===== config.mk =====
export PLATFORM = sky130hd
export DESIGN_NAME = scancode_text_console
export DESIGN_NICKNAME = d
export VERILOG_FILES = /design/src/rtl/core/sctc_pkg.sv /design/src/rtl/core/sctc_keymap.sv /design/src/rtl/core/sctc_engine.sv /design/src/rtl/core/scancode_text_console.sv
export SDC_FILE = /design/constraint.sdc
export NUM_CORES = 1
export LEC_CHECK = 0
export BUFFER_PORTS_ARGS = -buffer_cell sky130_fd_sc_hd__buf_2
export CAP_MARGIN = 20
export CORE_AREA = 2 2 82 142
export CTS_CLUSTER_DIAMETER = 50
export DETAILED_ROUTE_END_ITERATION = 10
export DIE_AREA = 0 0 84 144
export PLACE_DENSITY = 0.77
export SYNTH_ARGS = -nofsm -noshare
export SYNTH_HDL_FRONTEND = slang
export SYNTH_SLANG_ARGS = --single-unit

===== constraint.sdc =====
create_clock -name clk -period 2.97 [get_ports clk]
set_input_delay 0.297 -clock clk [delete_from_list [all_inputs] [get_ports clk]]
set_output_delay 0.297 -clock clk [all_outputs]
set_load 0.005 [all_outputs]

===== src/rtl/core/sctc_pkg.sv =====
// Shared constants, key table and types for the scancode text console.
`timescale 1ns / 1ps

package sctc_pkg;

	localparam int SCREEN_COLUMNS = 80;
	localparam int SCREEN_ROWS    = 25;
	localparam int LINE_CAPACITY  = 256;

	localparam int COL_W  = 8;
	localparam int ROW_W  = 5;
	localparam int ADDR_W = 11;
	localparam int PROD_W = 16;

	// Register indexes on the configuration channel
	localparam logic CFG_ATTR   = 1'b0;
	localparam logic CFG_PROMPT = 1'b1;

	localparam logic [7:0] SC_ENTER     = 8'h1C;
	localparam logic [7:0] SC_BACKSPACE = 8'h0E;
	localparam logic [7:0] SPACE_CHAR   = 8'h20;

	// Printable character per make code 0x00..0x3F; zero marks no character
	localparam logic [7:0] KEY_CHARS [64] = '{
		8'h00, 8'h00, 8'h31, 8'h32, 8'h33, 8'h34, 8'h35, 8'h36,
		8'h37, 8'h38, 8'h39, 8'h30, 8'h2D, 8'h3D, 8'h00, 8'h09,
		8'h71, 8'h77, 8'h65, 8'h72, 8'h74, 8'h79, 8'h75, 8'h69,
		8'h6F, 8'h70, 8'h5B, 8'h5D, 8'h00, 8'h00, 8'h61, 8'h73,
		8'h64, 8'h66, 8'h67, 8'h68, 8'h6A, 8'h6B, 8'h6C, 8'h3B,
		8'h27, 8'h00, 8'h00, 8'h00, 8'h7A, 8'h78, 8'h63, 8'h76,
		8'h62, 8'h6E, 8'h6D, 8'h2C, 8'h2E, 8'h2F, 8'h00, 8'h00,
		8'h00, 8'h20, 8'h00, 8'h00, 8'h00, 8'h00, 8'h00, 8'h00
	};

	typedef enum logic [1:0] {
		CLS_NONE,
		CLS_PRINT,
		CLS_ENTER,
		CLS_BKSP
	} key_class_t;

	typedef struct packed {
		key_class_t  kind;
		logic [7:0]  chr;
	} key_info_t;

	typedef struct packed {
		logic              cell_write;
		logic [ADDR_W-1:0] cell_address;
		logic [7:0]        cell_char;
		logic [7:0]        cell_attr;
		logic              char_stored;
		logic [7:0]        line_index;
		logic              line_done;
		logic [7:0]        line_length;
	} result_t;

endpackage


===== src/rtl/core/sctc_keymap.sv =====
// Scancode classifier: maps a set-1 byte to a key class and character.
`timescale 1ns / 1ps

module sctc_keymap (
	input  logic [7:0]         scancode,
	output sctc_pkg::key_info_t key
);
	import sctc_pkg::*;

	logic [7:0] chr;

	// Look up the character for make codes below 0x40
	assign chr = KEY_CHARS[scancode[5:0]];

	// Classify: releases and high codes drop out, printable keys first
	always_comb begin
		key.chr  = 8'h00;
		key.kind = CLS_NONE;
		if (scancode[7:6] == 2'b00) begin
			if (chr != 8'h00) begin
				key.kind = CLS_PRINT;
				key.chr  = chr;
			end else if (scancode == SC_ENTER) begin
				key.kind = CLS_ENTER;
			end else if (scancode == SC_BACKSPACE) begin
				key.kind = CLS_BKSP;
			end
		end
	end

endmodule


===== src/rtl/core/sctc_engine.sv =====
// Cursor, line count and result forming for one classified key.
`timescale 1ns / 1ps

module sctc_engine (
	input  logic                clk,
	input  logic                arst_n,
	input  logic                advance,
	input  sctc_pkg::key_info_t key,
	input  logic [7:0]          text_attribute,
	input  logic [6:0]          prompt_column,
	output sctc_pkg::result_t   result
);
	import sctc_pkg::*;

	localparam logic [8:0] LINE_LIMIT = 9'(LINE_CAPACITY - 1);

	logic [COL_W-1:0]  cursor_column_q, column_d;
	logic [ROW_W-1:0]  cursor_row_q, row_d, row_next, addr_row;
	logic [ROW_W:0]    row_inc;
	logic [7:0]        line_count_q, count_d;
	logic              col_wrap;
	logic [COL_W-1:0]  col_w, addr_col;
	logic [ROW_W-1:0]  row_w;
	logic [PROD_W-1:0] addr_full;

	// Next row with wrap to the top
	assign row_inc  = {1'b0, cursor_row_q} + (ROW_W+1)'(1);
	assign row_next = (row_inc >= (ROW_W+1)'(SCREEN_ROWS)) ? '0 : row_inc[ROW_W-1:0];

	// Wrap the cursor before a character lands
	assign col_wrap = cursor_column_q >= COL_W'(SCREEN_COLUMNS);
	assign col_w    = col_wrap ? '0 : cursor_column_q;
	assign row_w    = col_wrap ? row_next : cursor_row_q;

	// Pick the cell: printable at the wrapped cursor, erase one column back
	assign addr_row  = (key.kind == CLS_PRINT) ? row_w : cursor_row_q;
	assign addr_col  = (key.kind == CLS_PRINT) ? col_w : cursor_column_q - COL_W'(1);
	assign addr_full = PROD_W'(addr_row) * PROD_W'(SCREEN_COLUMNS) + PROD_W'(addr_col);

	// Form the result and the next state
	always_comb begin
		result   = '0;
		column_d = cursor_column_q;
		row_d    = cursor_row_q;
		count_d  = line_count_q;
		case (key.kind)
			CLS_PRINT: begin
				if ({1'b0, line_count_q} < LINE_LIMIT) begin
					result.cell_write   = 1'b1;
					result.cell_address = addr_full[ADDR_W-1:0];
					result.cell_char    = key.chr;
					result.cell_attr    = text_attribute;
					result.char_stored  = 1'b1;
					result.line_index   = line_count_q;
					count_d             = line_count_q + 8'd1;
					column_d            = col_w + COL_W'(1);
					row_d               = row_w;
				end
			end
			CLS_ENTER: begin
				result.line_done   = 1'b1;
				result.line_length = line_count_q;
				count_d            = '0;
				row_d              = row_next;
				column_d           = COL_W'(prompt_column);
			end
			CLS_BKSP: begin
				if (line_count_q != 8'd0) begin
					count_d = line_count_q - 8'd1;
					if (cursor_column_q != '0) begin
						column_d            = addr_col;
						result.cell_write   = 1'b1;
						result.cell_address = addr_full[ADDR_W-1:0];
						result.cell_char    = SPACE_CHAR;
						result.cell_attr    = text_attribute;
					end
				end
			end
			default: begin
			end
		endcase
	end

	// Commit the state when the item moves to the result register
	always_ff @(posedge clk or negedge arst_n) begin
		if (!arst_n) begin
			cursor_column_q <= '0;
			cursor_row_q    <= '0;
			line_count_q    <= '0;
		end else if (advance) begin
			cursor_column_q <= column_d;
			cursor_row_q    <= row_d;
			line_count_q    <= count_d;
		end
	end

endmodule


===== src/rtl/core/scancode_text_console.sv =====
// Throughput: one scancode per cycle while out_ready holds; an accepted
// scancode passes the input register, one pass of cursor logic and the
// result register, with ready flowing back through both stages.
// Reset: cursor, line count and stage valids clear; text_attribute returns to
// 15 and prompt_column to 8. No clearing pass.
`timescale 1ns / 1ps

module scancode_text_console (
	input  logic                          clk,
	input  logic                          arst_n,
	input  logic                          in_valid,
	output logic                          in_ready,
	input  logic [7:0]                    scancode,
	output logic                          out_valid,
	input  logic                          out_ready,
	output logic                          cell_write,
	output logic [sctc_pkg::ADDR_W-1:0]   cell_address,
	output logic [7:0]                    cell_char,
	output logic [7:0]                    cell_attr,
	output logic                          char_stored,
	output logic [7:0]                    line_index,
	output logic                          line_done,
	output logic [7:0]                    line_length,
	input  logic                          cfg_valid,
	output logic                          cfg_ready,
	input  logic                          cfg_index,
	input  logic [7:0]                    cfg_data
);
	import sctc_pkg::*;

	logic        valid_s1, valid_s2;
	key_info_t   key_in, key_s1;
	result_t     result, result_s2;
	logic        load_s2, advance;
	logic [7:0]  text_attribute_q;
	logic [6:0]  prompt_column_q;

	// Classify the incoming byte ahead of the input register
	sctc_keymap u_keymap (
		.scancode (scancode),
		.key      (key_in)
	);

	// Handshake: result register frees when empty or taken
	assign load_s2   = !valid_s2 || out_ready;
	assign advance   = valid_s1 && load_s2;
	assign in_ready  = !valid_s1 || load_s2;
	assign cfg_ready = 1'b1;

	// Hold the configuration registers
	always_ff @(posedge clk or negedge arst_n) begin
		if (!arst_n) begin
			text_attribute_q <= 8'd15;
			prompt_column_q  <= 7'd8;
		end else if (cfg_valid) begin
			case (cfg_index)
				CFG_ATTR:   text_attribute_q <= cfg_data;
				CFG_PROMPT: prompt_column_q  <= cfg_data[6:0];
				default: begin
				end
			endcase
		end
	end

	// Input stage
	always_ff @(posedge clk or negedge arst_n) begin
		if (!arst_n) begin
			valid_s1 <= 1'b0;
		end else if (in_ready) begin
			valid_s1 <= in_valid;
		end
	end

	always_ff @(posedge clk) begin
		if (in_ready && in_valid) begin
			key_s1 <= key_in;
		end
	end

	sctc_engine u_engine (
		.clk            (clk),
		.arst_n         (arst_n),
		.advance        (advance),
		.key            (key_s1),
		.text_attribute (text_attribute_q),
		.prompt_column  (prompt_column_q),
		.result         (result)
	);

	// Result stage
	always_ff @(posedge clk or negedge arst_n) begin
		if (!arst_n) begin
			valid_s2 <= 1'b0;
		end else if (load_s2) begin
			valid_s2 <= valid_s1;
		end
	end

	always_ff @(posedge clk) begin
		if (advance) begin
			result_s2 <= result;
		end
	end

	assign out_valid    = valid_s2;
	assign cell_write   = result_s2.cell_write;
	assign cell_address = result_s2.cell_address;
	assign cell_char    = result_s2.cell_char;
	assign cell_attr    = result_s2.cell_attr;
	assign char_stored  = result_s2.char_stored;
	assign line_index   = result_s2.line_index;
	assign line_done    = result_s2.line_done;
	assign line_length  = result_s2.line_length;

endmodule


==> results.toml <==
[timing]
fmax_mhz = 332
hold_viol = 0
period_minus_slack_ns = 3.02
setup_viol = 1
max_slew.worst_pin.slew_ns = 0.894
layout_setup_ws_ns = -0.0452
grt_setup_unrepaired = "true"
fin_crit_sh_pct = 102
skew_ns = 0.00832
relSlewSlack_pct = 40.4
final_max_slew_viol_count = 0

[yosys]
ys_types = 76
syn_inst = 546
syn_nets = 598
ys.flop_type = "edfxtp_1"
synth_top_cell_by_area = "edfxtp_1"
ys_top_cells_by_area = "edfxtp_1 29%, dfrtp_1 15%, ha_1 6.2%, mux2_2 4.2%, and2_1 3.0%"
synth_top_area_share_pct = 28.7
synth_area_per_cell_um2 = 10.4
async_flop_share_pct = 41.3
seq_area_frac_synth_pct = 45.6
synth-edff-count = 54
syn_area_um2 = 5650
synth_warnings = 0
synth_seq_cells = 92

[place]
numPortBuffers = 68
routabilityCongestion = 0.963
hpwl_um = 9990
dp_cells = 739
preCtsSetupSlack_ns = -0.0371
place_area_um2 = 6240

[power]
power_per_cell_area_nw_per_um2 = 761
ir_drop_mv = 0.495
p_leak_nw = 2.78

[critical_path]
worstPathRequired_ns = 3.06
cp.arrival_ns = 3.10
critPathKind = "reg2reg"
cp_slowest_cell = "edfxtp_1"
cp-end-kind = "flop"
worstSetupStartpointType = "flop"
cp_max_fo = 4
crit_chain = "nor2b_2 > nand2_2 > o21ai_0 > o21ai_2 > ha_1 > ha_2 > fa_2 > xor2_4 > and3_1 > a41oi_2 > xnor2_1 > nor2_1"
cpPeakStageDelay_ns = 0.42

[hold_path]
hp-class = "in2async"

[drt]
drtPass1Iterations = 6
viasPerCell = 5.99
drtAntennaViolNets = 0
num_vias = 4522
drc = 0
drt_iter0_drc = 308
wl_per_cell_um = 17.7
wl_um = 13400

[floorplanning]
fp-row-count = 51
pin_count = 71
die_h_um = 144
core_area_um2 = 11000
die_w_um = 84
initial_core_util_pct = 51.2
dieArea_um2 = 12100

[final_layout]
area_delta_synth_final_pct = 16.7
nNetsFinal = 670
fin_area_um2 = 6600
drive_above_1_share_pct = 26.2
final_common_cell = "buf_2"
fill_cells = 920
seq_area_um2 = 2580
final_cells = 755
antenna_cells = 0
multi_input_area_um2 = 2930
most-common-layout-cells = "68 x buf_2, 54 x edfxtp_1, 42 x nor2_1"

[clock_network]
cts_tree = "done"
cts-root-buf = "clkbuf_16"
clk_path_buf_depth = 2
cts.sinks = 92
htreeDepth = 3
cts_setup_buffers = 0
path_clk_slew_ns = 0.07
cts_buffers = 9
clock_latency_ns = 0.34
holdBufCountCts = 0

[flow_run]
timing.max_cap.violations = 0

[global_route]
grt_use_total_pct = 22.4
grt_max_degree = 39
antenna_found_initial = 0
grt_overflow = 0
grt_pass1_wl_um = 21500
first_global_vias = 4463

[status]
status = "complete, but fails checks"
violations = "setup timing"
-- critical path, delay by kind of cell, from the launching register on --
kind	cells	cell delay, ns
adders and majority gates	3	0.79
and+or+nand+nor	4	0.60
xor gates and xnor gates	2	0.35
AOI/OAI and AO/OA	3	0.61
DFF	1	0.42
-- final timing paths --
kind / end / start / slack [ns] / depth (start not counted)
hold / removal: out_valid / arst_n / 0.07 / 1
hold reg to reg: out_valid / valid_s1 / 0.50 / 2
max in group asynchronous: text_attribute_q[4] / arst_n / 2.33 / 1
min in group clk: valid_s1 / in_valid / 0.15 / 2
setup / recovery: cell_address[10] / key_s1[8] / -0.05 / 12
setup reg to reg: cell_address[10] / key_s1[8] / -0.05 / 12
-- synthesized netlist by cell type, types with 14 or more instances --
library cell	instances
mux2_2	21
nor2_1	42
nor2b_1	22
edfxtp_1	54
o21ai_0	29
buf_2	14
a21oi_1	18
ha_1	28
and2_1	27
dfrtp_1	33
nand2_1	43
inv_1	23
-- flip-flops by register name (all words and copies together) (netlist names), 7 cells and up --
name                      flops
key_s1                        9
text_attribute_q              8
u_engine.line_count_q         8
prompt_column_q               7
u_engine.cursor_column_q      8
cell_attr                     8
line_length                   8
line_index                    8
cell_char                     7
cell_address                 11
-- routing by layer --
| metal | vias to the layer above | share of wire, % | wire length [um] | global-route usage, % |
|---|---|---|---|---|
| li1 | 2119 | - | - | - |
| met1 | 2205 | 36 | 4770 | 22.4 |
| met2 | 150 | 57 | 7580 | 43.7 |
| met3 | 48 | 3.4 | 453 | 3.20 |
| met4 | 0 | 4.2 | 555 | 12.1 |
| met5 | - | 0 | 0 | 0 |
-- through the flow --
step | hold slack, ns | setup TNS (ns) | total power [mW] | utilization (%)
final | 0.0670 | -0.0452 | 5.02 | 59.8
after CTS | 0.108 | 0 | 5.00 | 59.3
after floorplan | 0.00141 | 0 | 3.22 | -
after global routing | 0.147 | -0.185 | 5.32 | 59.8
after detailed placement | 0.477 | -0.0594 | 3.82 | 56.6
after global placement | 0.455 | 0 | 3.72 | 56.6
-- power breakdown --
| part | leakage (nW) | internal [mW] | total, mW | switching, mW |
|---|---|---|---|---|
| clock | 0.146 | 0.679 | 1.17 | 0.491 |
| sequential | 0.990 | 1.64 | 1.84 | 0.202 |
| combinational | 1.65 | 0.899 | 2.01 | 1.11 |
-- timing repair --
item / CTS / global route
gates resized for setup: 1 / 10
pin swaps: 0 / 1
endpoints found under the setup margin: 2 / 4
-- layout make-up --
class                   count  area share, %
inverters                  24           1.37
clock inverters             5          0.910
repair buffers             93           8.00
flip-flops and latches     92           39.1
clock buffers              11           3.68
multi-input cells         398           44.5
well taps                 132           2.50
-- cells by family (layout without fill, tap and decap cells) --
logic type | count (synthesis) | in the layout | share of synthesized area, %
DFF | 92 | 92 | 45.6
buffers and inverters | 56 | 133 | 4.56
other | 2 | 2 | 0.133
muxes | 32 | 32 | 6.22
and+or+nand+nor | 194 | 194 | 18.3
AOI/OAI and AO/OA | 121 | 121 | 15.3
xor gates and xnor gates | 19 | 19 | 2.94
adders and majority gates | 30 | 30 | 6.91
Note: power is estimated with default switching activity, not from simulation.
